### config.mk
export PLATFORM = sky130hd
export DESIGN_NAME = csv_stream_validator_flat
export DESIGN_NICKNAME = d
export VERILOG_FILES = /design/src/design/csv_pkg.sv /design/src/design/csv_if.sv /design/src/design/csv_front.sv /design/src/design/csv_back.sv /design/src/design/csv_stream_validator.sv /design/src/flat_wrapper.sv
export SDC_FILE = /design/constraint.sdc
export NUM_CORES = 1
export LEC_CHECK = 0
export BUFFER_PORTS_ARGS = -buffer_cell sky130_fd_sc_hd__buf_2
export CAP_MARGIN = 30
export CELL_PAD_IN_SITES_DETAIL_PLACEMENT = 2
export CELL_PAD_IN_SITES_GLOBAL_PLACEMENT = 2
export CORE_ASPECT_RATIO = 1.75
export CORE_UTILIZATION = 41
export CTS_BUF_LIST = sky130_fd_sc_hd__clkbuf_16
export CTS_CLUSTER_DIAMETER = 200
export DETAILED_ROUTE_END_ITERATION = 6
export PLACE_DENSITY_LB_ADDON = 0.1
export SETUP_SLACK_MARGIN = 0.05
export SLEW_MARGIN = 40
export SYNTH_ARGS = -nofsm -noshare
export SYNTH_HDL_FRONTEND = slang
export SYNTH_SLANG_ARGS = --single-unit
### constraint.sdc
create_clock -name clock -period 9.4 [get_ports clock]
set_input_delay 0.47 -clock clock [delete_from_list [all_inputs] [get_ports clock]]
set_output_delay 0.47 -clock clock [all_outputs]
set_load 0.005 [all_outputs]
### src/design/csv_pkg.sv
`timescale 1ns / 1ps
package csv_pkg;

   // Counter widths. The result fields are as wide as the counters.
   localparam int ROW_BITS    = 16;
   localparam int FIELD_BITS  = 10;
   localparam int QUEUE_DEPTH = 2;
   localparam int QPTR_BITS   = $clog2(QUEUE_DEPTH);
   localparam int QCNT_BITS   = $clog2(QUEUE_DEPTH + 1);

   localparam logic [7:0] CHAR_NEWLINE = 8'h0A;
   localparam logic [7:0] CHAR_COMMA   = 8'h2C;
   localparam logic [7:0] CHAR_QUOTE   = 8'h22;
   localparam logic [7:0] CHAR_NUL     = 8'h00;

   typedef enum logic [2:0] {
      CLS_NEWLINE = 3'd0,
      CLS_COMMA   = 3'd1,
      CLS_QUOTE   = 3'd2,
      CLS_OTHER   = 3'd3,
      CLS_END     = 3'd4
   } class_type;

   typedef enum logic [1:0] {
      ST_RUNNING  = 2'd0,
      ST_DONE     = 2'd1,
      ST_SYNTAX   = 2'd2,
      ST_MISMATCH = 2'd3
   } status_type;

   // Parser phases. Only the first seven are ever stored; end and error
   // are outcomes of a transition.
   typedef enum logic [3:0] {
      PH_START       = 4'd0,
      PH_UNQUOTED    = 4'd1,
      PH_OPEN_QUOTE  = 4'd2,
      PH_QUOTED      = 4'd3,
      PH_QUOTE_CLOSE = 4'd4,
      PH_COMMA       = 4'd5,
      PH_NEWLINE     = 4'd6,
      PH_END         = 4'd7,
      PH_ERROR       = 4'd8
   } phase_type;

   localparam int NUM_PHASES  = 7;
   localparam int NUM_CLASSES = 5;

   // Rows: current phase. Columns: newline, comma, quote, other, end.
   localparam phase_type NEXT_PHASE_TABLE [NUM_PHASES][NUM_CLASSES] = '{
      '{PH_NEWLINE, PH_COMMA,  PH_OPEN_QUOTE,  PH_UNQUOTED, PH_END},
      '{PH_NEWLINE, PH_COMMA,  PH_UNQUOTED,    PH_UNQUOTED, PH_END},
      '{PH_QUOTED,  PH_QUOTED, PH_QUOTE_CLOSE, PH_QUOTED,   PH_ERROR},
      '{PH_QUOTED,  PH_QUOTED, PH_QUOTE_CLOSE, PH_QUOTED,   PH_ERROR},
      '{PH_NEWLINE, PH_COMMA,  PH_QUOTED,      PH_ERROR,    PH_END},
      '{PH_NEWLINE, PH_COMMA,  PH_OPEN_QUOTE,  PH_UNQUOTED, PH_END},
      '{PH_NEWLINE, PH_COMMA,  PH_OPEN_QUOTE,  PH_UNQUOTED, PH_END}
   };

   // Head of the class queue as seen by the back end.
   typedef struct packed {
      logic      valid;
      class_type cls;
   } queue_head_type;

   function automatic logic [ROW_BITS-1:0] inc_row(input logic [ROW_BITS-1:0] v);
      return (v == '1) ? v : v + 1'b1;
   endfunction

   function automatic logic [FIELD_BITS-1:0] inc_field(input logic [FIELD_BITS-1:0] v);
      return (v == '1) ? v : v + 1'b1;
   endfunction

endpackage

### src/design/csv_if.sv
`timescale 1ns / 1ps
interface csv_req_if;
   logic       valid;
   logic       ready;
   logic [7:0] data_byte;
   logic       end_of_text;

   modport source (output valid, output data_byte, output end_of_text, input ready);
   modport sink   (input valid, input data_byte, input end_of_text, output ready);
endinterface

interface csv_rsp_if;
   logic        valid;
   logic        ready;
   logic [1:0]  status;
   logic [15:0] row_count;
   logic [9:0]  field_count;
   logic [15:0] error_line;
   logic [15:0] error_column;

   modport source (output valid, output status, output row_count, output field_count,
                   output error_line, output error_column, input ready);
   modport sink   (input valid, input status, input row_count, input field_count,
                   input error_line, input error_column, output ready);
endinterface

### src/design/csv_front.sv
`timescale 1ns / 1ps
module csv_front import csv_pkg::*; (
   input  logic           clock,
   input  logic           reset,
   csv_req_if.sink        req_chan,
   output queue_head_type head,
   input  logic           pop
);

   class_type             cls;
   class_type             entry_ff [QUEUE_DEPTH];
   logic [QPTR_BITS-1:0]  wr_ptr_ff, wr_ptr_in;
   logic [QPTR_BITS-1:0]  rd_ptr_ff, rd_ptr_in;
   logic [QCNT_BITS-1:0]  count_ff, count_in;
   logic                  push;
   logic                  do_pop;

   always_comb begin
      if (req_chan.end_of_text || req_chan.data_byte == CHAR_NUL) begin
         cls = CLS_END;
      end else if (req_chan.data_byte == CHAR_NEWLINE) begin
         cls = CLS_NEWLINE;
      end else if (req_chan.data_byte == CHAR_COMMA) begin
         cls = CLS_COMMA;
      end else if (req_chan.data_byte == CHAR_QUOTE) begin
         cls = CLS_QUOTE;
      end else begin
         cls = CLS_OTHER;
      end
   end

   assign req_chan.ready = (count_ff != QCNT_BITS'(QUEUE_DEPTH));
   assign push           = req_chan.valid && req_chan.ready;
   assign do_pop         = pop && (count_ff != '0);
   assign head.valid     = (count_ff != '0);
   assign head.cls       = entry_ff[rd_ptr_ff];

   always_comb begin
      wr_ptr_in = wr_ptr_ff;
      rd_ptr_in = rd_ptr_ff;
      count_in  = count_ff;
      if (push) begin
         wr_ptr_in = (wr_ptr_ff == QPTR_BITS'(QUEUE_DEPTH - 1)) ? '0 : wr_ptr_ff + 1'b1;
      end
      if (do_pop) begin
         rd_ptr_in = (rd_ptr_ff == QPTR_BITS'(QUEUE_DEPTH - 1)) ? '0 : rd_ptr_ff + 1'b1;
      end
      if (push && !do_pop) begin
         count_in = count_ff + 1'b1;
      end else if (do_pop && !push) begin
         count_in = count_ff - 1'b1;
      end
   end

   always_ff @(posedge clock) begin
      if (reset) begin
         wr_ptr_ff <= '0;
         rd_ptr_ff <= '0;
         count_ff  <= '0;
      end else begin
         wr_ptr_ff <= wr_ptr_in;
         rd_ptr_ff <= rd_ptr_in;
         count_ff  <= count_in;
      end
   end

   always_ff @(posedge clock) begin
      if (push) begin
         entry_ff[wr_ptr_ff] <= cls;
      end
   end

endmodule

### src/design/csv_back.sv
`timescale 1ns / 1ps
module csv_back import csv_pkg::*; (
   input  logic           clock,
   input  logic           reset,
   input  queue_head_type head,
   output logic           pop,
   csv_rsp_if.source      rsp_chan
);

   phase_type             phase_ff, phase_in;
   logic [ROW_BITS-1:0]   rows_ff, rows_in;
   logic [ROW_BITS-1:0]   line_ff, line_in;
   logic [ROW_BITS-1:0]   column_ff, column_in;
   logic [FIELD_BITS-1:0] first_ff, first_in;
   logic [FIELD_BITS-1:0] cur_ff, cur_in;

   logic                  out_valid_ff, out_valid_in;
   status_type            status_ff, status_in;
   logic [ROW_BITS-1:0]   row_count_ff, row_count_in;
   logic [FIELD_BITS-1:0] field_count_ff, field_count_in;
   logic [ROW_BITS-1:0]   err_line_ff, err_line_in;
   logic [ROW_BITS-1:0]   err_col_ff, err_col_in;

   phase_type             nx;
   logic                  is_end;
   logic                  rec_end;
   logic                  terminal;
   logic [ROW_BITS-1:0]   rows_b, line_b, col_b;
   logic [FIELD_BITS-1:0] cur_b, first_b;

   // The result register frees up in the same cycle it is taken.
   assign pop    = head.valid && (!out_valid_ff || rsp_chan.ready);
   assign is_end = (head.cls == CLS_END);
   assign nx     = NEXT_PHASE_TABLE[phase_ff[2:0]][head.cls];

   always_comb begin
      rows_b    = rows_ff;
      line_b    = line_ff;
      col_b     = column_ff;
      cur_b     = cur_ff;
      first_b   = first_ff;
      rec_end   = 1'b0;
      terminal  = 1'b0;
      status_in = ST_RUNNING;
      err_line_in = '0;
      err_col_in  = '0;

      if (is_end && phase_ff == PH_NEWLINE) begin
         // End right after a newline: the empty last line is not a record.
         terminal  = 1'b1;
         status_in = ST_DONE;
      end else begin
         if (is_end) begin
            rows_b = inc_row(rows_ff);
         end
         if (nx == PH_NEWLINE) begin
            rows_b = inc_row(rows_b);
            line_b = inc_row(line_ff);
            col_b  = ROW_BITS'(1);
         end else if (nx inside {[PH_UNQUOTED:PH_COMMA]}) begin
            col_b = inc_row(column_ff);
         end

         rec_end = (nx == PH_NEWLINE) || (nx == PH_END);
         if (rec_end || nx == PH_COMMA) begin
            cur_b = inc_field(cur_ff);
         end
         if (rec_end && first_ff == '0) begin
            first_b = cur_b;
         end

         if (rec_end && first_b != cur_b) begin
            terminal    = 1'b1;
            status_in   = ST_MISMATCH;
            err_line_in = line_b - 1'b1;
            err_col_in  = ROW_BITS'(1);
         end else if (nx == PH_ERROR) begin
            terminal    = 1'b1;
            status_in   = ST_SYNTAX;
            err_line_in = line_b;
            err_col_in  = col_b;
         end else if (nx == PH_END) begin
            terminal  = 1'b1;
            status_in = ST_DONE;
         end
      end

      row_count_in   = rows_b;
      field_count_in = first_b;
   end

   always_comb begin
      if (terminal) begin
         phase_in  = PH_START;
         rows_in   = '0;
         line_in   = ROW_BITS'(1);
         column_in = ROW_BITS'(1);
         first_in  = '0;
         cur_in    = '0;
      end else begin
         phase_in  = nx;
         rows_in   = rows_b;
         line_in   = line_b;
         column_in = col_b;
         first_in  = first_b;
         cur_in    = rec_end ? '0 : cur_b;
      end
   end

   always_comb begin
      if (pop) begin
         out_valid_in = 1'b1;
      end else if (rsp_chan.ready) begin
         out_valid_in = 1'b0;
      end else begin
         out_valid_in = out_valid_ff;
      end
   end

   always_ff @(posedge clock) begin
      if (reset) begin
         phase_ff     <= PH_START;
         rows_ff      <= '0;
         line_ff      <= ROW_BITS'(1);
         column_ff    <= ROW_BITS'(1);
         first_ff     <= '0;
         cur_ff       <= '0;
         out_valid_ff <= 1'b0;
      end else begin
         out_valid_ff <= out_valid_in;
         if (pop) begin
            phase_ff  <= phase_in;
            rows_ff   <= rows_in;
            line_ff   <= line_in;
            column_ff <= column_in;
            first_ff  <= first_in;
            cur_ff    <= cur_in;
         end
      end
   end

   always_ff @(posedge clock) begin
      if (pop) begin
         status_ff      <= status_in;
         row_count_ff   <= row_count_in;
         field_count_ff <= field_count_in;
         err_line_ff    <= err_line_in;
         err_col_ff     <= err_col_in;
      end
   end

   assign rsp_chan.valid        = out_valid_ff;
   assign rsp_chan.status       = status_ff;
   assign rsp_chan.row_count    = row_count_ff;
   assign rsp_chan.field_count  = field_count_ff;
   assign rsp_chan.error_line   = err_line_ff;
   assign rsp_chan.error_column = err_col_ff;

endmodule

### src/design/csv_stream_validator.sv
`timescale 1ns / 1ps
// CSV stream validator. Each request item carries one byte of text (or an end
// marker) and yields exactly one response item: running, done, syntax error
// with line and column, or field count mismatch. The block takes one item per
// clock and sustains that rate indefinitely as long as responses are taken;
// a request is first registered in the class queue, and the parser's phase
// and counter update, the loop that sets the rate, writes its response to the
// response register when the item is popped, which happens only while that
// register is empty or being taken. A two-entry queue between the byte
// classifier and the parser lets the request side keep going for up to two
// items while the response side stalls. After any terminal status the parser
// starts a new buffer on its own; no clearing pass is needed after reset.
module csv_stream_validator import csv_pkg::*; (
   input logic       clock,
   input logic       reset,
   csv_req_if.sink   req_chan,
   csv_rsp_if.source rsp_chan
);

   queue_head_type head;
   logic           pop;

   csv_front u_front (
      .clock    (clock),
      .reset    (reset),
      .req_chan (req_chan),
      .head     (head),
      .pop      (pop)
   );

   csv_back u_back (
      .clock    (clock),
      .reset    (reset),
      .head     (head),
      .pop      (pop),
      .rsp_chan (rsp_chan)
   );

endmodule

### src/flat_wrapper.sv
// flat-port wrapper written by rule: the top's interface ports become plain ports
module csv_stream_validator_flat import csv_pkg::*;
  (clock, reset, req_chan_valid, req_chan_data_byte, req_chan_end_of_text, req_chan_ready, rsp_chan_valid, rsp_chan_status, rsp_chan_row_count, rsp_chan_field_count, rsp_chan_error_line, rsp_chan_error_column, rsp_chan_ready);
  csv_req_if req_chan_i ();
  csv_rsp_if rsp_chan_i ();
  input logic clock;
  input logic reset;
  input wire logic [$bits(req_chan_i.valid)-1:0] req_chan_valid;
  input wire logic [$bits(req_chan_i.data_byte)-1:0] req_chan_data_byte;
  input wire logic [$bits(req_chan_i.end_of_text)-1:0] req_chan_end_of_text;
  output wire logic [$bits(req_chan_i.ready)-1:0] req_chan_ready;
  output wire logic [$bits(rsp_chan_i.valid)-1:0] rsp_chan_valid;
  output wire logic [$bits(rsp_chan_i.status)-1:0] rsp_chan_status;
  output wire logic [$bits(rsp_chan_i.row_count)-1:0] rsp_chan_row_count;
  output wire logic [$bits(rsp_chan_i.field_count)-1:0] rsp_chan_field_count;
  output wire logic [$bits(rsp_chan_i.error_line)-1:0] rsp_chan_error_line;
  output wire logic [$bits(rsp_chan_i.error_column)-1:0] rsp_chan_error_column;
  input wire logic [$bits(rsp_chan_i.ready)-1:0] rsp_chan_ready;
  assign req_chan_i.valid = req_chan_valid;
  assign req_chan_i.data_byte = req_chan_data_byte;
  assign req_chan_i.end_of_text = req_chan_end_of_text;
  assign req_chan_ready = req_chan_i.ready;
  assign rsp_chan_valid = rsp_chan_i.valid;
  assign rsp_chan_status = rsp_chan_i.status;
  assign rsp_chan_row_count = rsp_chan_i.row_count;
  assign rsp_chan_field_count = rsp_chan_i.field_count;
  assign rsp_chan_error_line = rsp_chan_i.error_line;
  assign rsp_chan_error_column = rsp_chan_i.error_column;
  assign rsp_chan_i.ready = rsp_chan_ready;
  csv_stream_validator u_core (.clock(clock), .reset(reset), .req_chan(req_chan_i), .rsp_chan(rsp_chan_i));
endmodule
### After elaboration in Yosys (flattened, before gate mapping)

Memory sizes are Yosys's and may differ from the RTL's. A register that Yosys moved wholly into a read port is not among the register bits.
Index checks and enable logic that the tools add are counted.

* input port bits: 13
* register bits after elaboration: 137
* bits in writable memories: 6
* memory bits (read-only): 160
* logic and storage cells: 138
* memories kept: 2
* output and inout port bits: 62

Memories
* (no name shown): depth 8, width 20, read ports 1, clocked after memory_dff 0, write ports 0, line csv_back.sv:34 `assign nx = NEXT_PHASE_TABLE[phase_ff[2:0]][head.cls];`
* u_core.u_front.entry_ff: depth 2, width 3, read ports 1, clocked after memory_dff 1, write ports 1, line csv_front.sv:11 `class_type entry_ff [QUEUE_DEPTH];`

* eq/ne operators: 18
* mux-type cells: 59
* reductions and logical operators: 25
* add/subtract/negate cells: 10
* bitwise logic cells: 3
* order comparisons: 4

Operators by type and width (number)
* 16-bit two-way mux: 19
* 10-bit two-way mux: 10
* 16-bit by 1-bit adder with 16-bit output, second input constant: 4
* 16-bit equality test, second input constant: 4
* 20-bit two-way mux: 2
* 1-bit two-way mux: 17
* 4-bit by 3-bit equality test with 1-bit output, second input constant: 4
* 8-bit by 6-bit equality test with 1-bit output, second input constant: 2
* 16-bit by 1-bit subtractor with 16-bit output, second input constant: 1
* 4-bit binary-select mux with 3-bit select: 1
* 2-bit two-way mux: 6
* 4-bit two-way mux: 3
* 10-bit by 1-bit adder with 10-bit output, second input constant: 1
* 10-bit equality test, second input constant: 1
* 10-bit logical NOT: 1
* 10-bit != test: 1
* 1-bit logical AND: 9
* 8-bit by 4-bit equality test with 1-bit output, second input constant: 1
* 4-bit greater-or-equal comparator, second input constant: 2
* 8-bit logical NOT: 1
* 3-bit inverter with 4-bit output: 2
* 2-bit nonzero test: 3
* 4-bit equality test, second input constant: 1
* 4-bit by 1-bit greater-or-equal comparator with 1-bit output, second input constant: 1
* 14 further kinds: 22

### Longest topological paths before layout

* depth in word-level cells: 20
* gate-level depth with buffers: 15

### By module

From an unflattened synthesis, not the netlist that was laid out.

* cell total of the unflattened synthesis: 1010
* area total of the unflattened synthesis: 8774.7 um^2

Modules (own cells, without submodules)
* csv_back: seq. area each 3263.1 um^2, cells an instance 964, instances 1, area an instance 8249.2 um^2
* csv_front: seq. area each 280.3 um^2, cells an instance 46, instances 1, area an instance 525.5 um^2

### Worst setup path after synthesis

No wires, ideal clock.

* kind: reg2reg
* from: register u_core.u_back.rows_ff[1]
* to: register u_core.u_back.rows_ff[4]
* required time: 9278 ps
* stages on the path, launching flop included: 16
* arrival: 3397 ps
* path buffers: 1
* path slack: 5881 ps
* setup time: 122 ps
* period minus slack after synthesis: 3519 ps
* cell sequence: dfxtp_1 ha_1 and2_0 and2_0 clkbuf_1 a21oi_2 mux2_2 ha_1 inv_1 a311oi_1 o2111a_1 nand4_2 a31oi_2 nand3b_1 nor2_1 a221o_1

* cells in the longest elaborated chain, start to end: 9
* elaborated cells between the ends (all ways): 11
* those cells by class: add/sub: 2; eq/ne: 2; mux: 7

Ends and longest elaborated chain
* from (decl): line csv_back.sv:11 `logic [ROW_BITS-1:0] rows_ff, rows_in;`
* from (signal assigned): line csv_back.sv:133 `rows_ff <= rows_in;`
* 16-bit by 1-bit adder with 16-bit output or 16-bit equality test (tied branches): line csv_pkg.sv:66 `return (v == '1) ? v : v + 1'b1;`
* 16-bit two-way mux: line csv_pkg.sv:66
* 16-bit two-way mux (*): line csv_back.sv:53 `if (is_end) begin`
* 16-bit two-way mux (*): line csv_back.sv:48 `if (is_end && phase_ff == PH_NEWLINE) begin`
* 16-bit by 1-bit adder with 16-bit output or 16-bit equality test (tied branches): line csv_pkg.sv:66
* 16-bit two-way mux: line csv_pkg.sv:66
* 16-bit two-way mux (*): line csv_back.sv:56 `if (nx == PH_NEWLINE) begin`
* 16-bit two-way mux (*): line csv_back.sv:48
* 16-bit two-way mux (*): line csv_back.sv:93 `if (terminal) begin`

Every way passes the cells marked *; elsewhere a longest branch is shown, timed or not. The select of a mux whose other input is x is not followed.
A chain may end at the register's enable or synchronous reset.

### Worst setup path in the final report

* from: register u_core.u_back.phase_ff[2]
* to: register u_core.u_back.err_line_ff[14], in the netlist u_core.u_back.rsp_chan.error_line[14] (data pin)

* cells in the longest elaborated chain, start to end: 17
* elaborated cells between the ends (all ways): 27
* those cells by class: add/sub: 1; eq/ne: 6; mux: 13; bitwise: 1; reduce/logical: 5; memory: 1

Ends and longest elaborated chain
* from (decl): line csv_back.sv:10 `phase_type phase_ff, phase_in;`
* from (signal assigned): line csv_back.sv:132 `phase_ff <= phase_in;`
* parallel branches: the longest is 17 deep, another holds memory read 8 x 20 bit
* to (signal assigned): line csv_back.sv:147 `err_line_ff <= err_line_in;`
* to (decl): line csv_back.sv:21 `logic [ROW_BITS-1:0] err_line_ff, err_line_in;`

Several ways; the timed one is not identified. The select of a mux whose other input is x is not followed.

==> run_results.csv <==
group,metric,value,unit
run_status,status,"finished with violations",
run_status,violations,"DRC",
finish,area_growth,13.4,%
worst_setup_path,critPathLaunchType,"register",
pwr,pwr-share-clk,0.281,
pwr,switching_share,0.404,
worst_setup_path,end_kind,"register",
floorplanning,rows,69,
finish,postLayoutCellArea,9700,um^2
logic_synthesis,ys_warn_count,0,
worst_setup_path,critPathMaxStageDelay,0.58,ns
clock_network,cts_tree,"yes",
route,ant_nets,0,
sta,max_clock_freq,206,MHz
worst_hold_path,hold_class,"in -> reg",
pwr,power_density,272,nW/um^2
global_route,grt_use_total,0.279,
logic_synthesis,syn_nets,969,
global_route,busiest_layer,"met2",
placed_design,portBuffers,74,
worst_setup_path,cp_slowest_cell,"nand2b_1",
route,via_per_inst,6.20,
route,vias,7756,
sta,fin_crit_sh,0.515,
sta,hold_viol_final,0,
global_route,grtUsageMet3,0.0400,
worst_setup_path,reg2reg_from,"u_core.u_back.phase_ff[2]$_SDFFE_PP0P_",
floorplanning,pin_count,75,
logic_synthesis,synth_top_cell_by_area,"edfxtp_1",
pwr,total_power,0.00264,W
logic_synthesis,synth_edf_count,66,
sta,worst_pin_slew,0.800,ns
clock_network,cts_sinks,144,
logic_synthesis,ys_ff_latch,144,
worst_setup_path,path_cells,"nand2b_1, o211ai_1, buf_2, a21oi_2, mux2i_1, ha_1, and3_1, nand3_1, nor4_1, a21oi_1, a2111oi_0",
sta,min_period,4.84,ns
global_route,grt_pass1_wl,46000,um
route,drt-wirelength-per-cell,23.3,um
logic_synthesis,synthTopCellsByArea,"edfxtp_1 23%, dfxtp_1 18%, nor2_1 5.0%",
pwr,ir_worst_vdd,0.126,mV
clock_network,clock_latency,0.45,ns
floorplanning,die_w,111,um
sta,setup_violations,0,
global_route,overflow,0,
sta,skew,0.0118,ns
route,firstDrtPassIters,7,
worst_setup_path,worstSetupStartpoint,"u_core.u_back.phase_ff[2]$_SDFFE_PP0P_",
placed_design,placed_cell_area,9060,um^2
clock_network,cts.path.max_buffers,2,
worst_hold_path,hold_start,"req_chan_end_of_text",
pwr,sequentialPowerShare,0.345,
pwr,combPwrFrac,0.374,
finish,drive_gt1_frac,0.167,
worst_setup_path,cp_max_fo,17,
sta,slew_headroom,0.467,
placed_design,place_congestion,0.854,
floorplanning,start_util,0.420,
route,drc,6,
clock_network,ctsHoldBuffers,0,
sta,maxSlewViolCount,0,
floorplanning,die-height,193,um
global_route,grt_pass1_vias,8354,
global_route,grt_util_met2,0.550,
worst_setup_path,cp.arrival,5.01,ns
global_route,grtUsageMet1,0.281,
clock_network,numCtsBuffers,17,
global_route,grt_antenna_before_repair,0,
logic_synthesis,synthCells,949,
floorplanning,coreArea,20400,um^2
pwr,power_switching,0.00107,W
route,routed_wirelength,29200,um
route,first_iter_violations,273,
logic_synthesis,ys.flop_type,"dfxtp_1",
finish,layout.cells.non_filler,1251,
clock_network,ctsResizeCount,0,
pwr,p_leak,3.50,nW
sta,setup_tns,0,ns
worst_setup_path,crit_type,"reg -> reg",
logic_synthesis,seq_area_frac_synth,0.414,
finish,final_nets,1010,
clock_network,postCtsSetupRepairBufs,0,
sta,rsz0062_at_grt,"no",
floorplanning,die_area,21500,um^2
placed_design,placed_cells,1218,
logic_synthesis,synthArstFlopShare,0,
clock_network,cts_root_buffer,"clkbuf_16",
placed_design,dp_hpwl,20300,um
logic_synthesis,ys_types,85,
logic_synthesis,synth_area_per_cell,9.02,um^2
global_route,grt_max_degree,66,
pwr,internal-power,0.00157,W
worst_setup_path,required,9.57,ns
clock_network,htreeDepth,4,
clock_network,clk_transition_reported_paths,0.06,ns
finish,antenna_cells,0,
flow_run,maxCapViolations,0,
logic_synthesis,syn_area,8560,um^2
logic_synthesis,netlist.area_leader.share,0.232,
[state kept, by name (all words and copies together), names as in the netlist, named ones only]
name / cells
u_core.u_back.column_ff: 16
u_core.u_back.cur_ff: 10
u_core.u_back.first_ff: 10
u_core.u_back.line_ff: 16
u_core.u_back.phase_ff: 4
u_core.u_back.rows_ff: 16
u_core.u_back.rsp_chan.error_column: 16
u_core.u_back.rsp_chan.error_line: 16
u_core.u_back.rsp_chan.field_count: 10
u_core.u_back.rsp_chan.row_count: 16
u_core.u_back.rsp_chan.status: 2
u_core.u_back.rsp_chan.valid: 1
u_core.u_front.count_ff: 2
u_core.u_front.entry_ff: 6
u_core.u_front.rd_ptr_ff: 1
u_core.u_front.wr_ptr_ff: 1
[synthesized netlist by cell type (all sizes together), types with 7 or more instances]
cell type and instances:
ha 7, edfxtp 66, a31oi 17, a21o 8
a2bb2oi 8, o21ai 38, dfxtp 78, nor3b 8
nor2 114, o31ai 7, nor2b 8, a21oi 52
nor3 40, nor4 17, mux2i 16, nand3 40
nand2b 17, inv 17, buf 19, or3 7
a211oi 7, a22o 14, xnor2 29, and2 15
a22oi 24, and3 19, nand2 69, clkbuf 44
xor2 29, nand4 12
[kinds of logic (layout without fill, tap and decap cells)]
group                      Yosys count  after routing  synth area share
DFF                                144            144             0.414
AOI/OAI and AO/OA                  243            243             0.209
buffers and inverters               81            135            0.0414
xor gates and xnor gates            59             59            0.0621
and+or+nand+nor                    393            393             0.236
adders and majority gates            7              7            0.0102
muxes                               22             22            0.0266
[power groups by stage]
stage	sequential, W	clock [W]	combinational [W]
5_1_grt	0.000924	0.000774	0.00106
3_5_place_dp	0.000924	0	0.000977
6_report	0.000910	0.000740	0.000985
3_3_place_gp	0.000913	0	0.000948
4_1_cts	0.000913	0.000752	0.000993
2_1_floorplan	0.000917	0	0.000625
[through the flow]
stage                     worst slack (ns)  hold WS [ns]   util
final                                 4.56         0.348  0.476
after global routing                  4.23         0.355  0.476
after CTS                             4.55         0.342  0.476
after detailed placement              4.60         0.492  0.445
after global placement                4.37         0.488  0.444
after floorplan                       5.88         0.446      -
[cell usage in the layout, fill, tap and decap left out, types with 10 or more instances in the layout]
| cell | synthesis | final |
|---|---|---|
| dfxtp_1 | 78 | 78 |
| clkbuf_16 | 0 | 17 |
| a22o_1 | 14 | 14 |
| nor2_1 | 113 | 113 |
| a31oi_1 | 16 | 15 |
| nand3_1 | 40 | 40 |
| nand2_1 | 69 | 68 |
| edfxtp_1 | 66 | 66 |
| nand4_1 | 11 | 11 |
| buf_2 | 10 | 75 |
| nor3_1 | 36 | 36 |
| a21oi_1 | 50 | 48 |
| and2_1 | 13 | 13 |
| xnor2_1 | 29 | 29 |
| mux2i_1 | 16 | 16 |
| nand2b_1 | 17 | 17 |
| o21ai_0 | 36 | 35 |
| a22oi_1 | 15 | 15 |
| and3_1 | 19 | 19 |
| xor2_1 | 29 | 29 |
| nor4_1 | 17 | 17 |
| inv_1 | 17 | 18 |
| buf_4 | 2 | 10 |
[routing by layer]
layer | share of wire | vias up
met5 | 0 | -
met3 | 0.022 | 68
met1 | 0.38 | 3936
met2 | 0.56 | 134
met4 | 0.037 | 0
li1 | - | 3618
[worst max-delay path, delay by kind of cell, from the launching register on]
| kind | cells | cell delay (ns) |
|---|---|---|
| compound gates | 4 | 1.50 |
| simple gates | 4 | 1.55 |
| flops | 1 | 0.45 |
| fa+ha+maj | 1 | 0.37 |
| buf+inv | 1 | 0.26 |
| mux | 1 | 0.43 |
[cell type report]
type	count	area (um^2)
sequential	144	3540
timing repair buffer	85	450
clock buffer	17	425
fill	2262	10700
multi-input combinational	724	4700
tap	248	310
inverter	18	68.8
clock inverter	15	210
[path summary, 6_finish.rpt]
| check | endpoint | slack (ns) | cells after the start |
|---|---|---|---|
| worst min-delay path | u_core.u_front.entry_ff[0][2]$_DFFE_PP_ | 0.35 | 2 |
| worst max register to register | u_core.u_back.rsp_chan.error_line[14]$_SDFFCE_PP0P_ | 4.56 | 11 |
| worst max-delay path | u_core.u_back.rsp_chan.error_line[14]$_SDFFCE_PP0P_ | 4.56 | 11 |
| worst min register to register | u_core.u_back.phase_ff[3]$_SDFFE_PP0P_ | 0.50 | 1 |
Power figures use the tool's default switching activity.
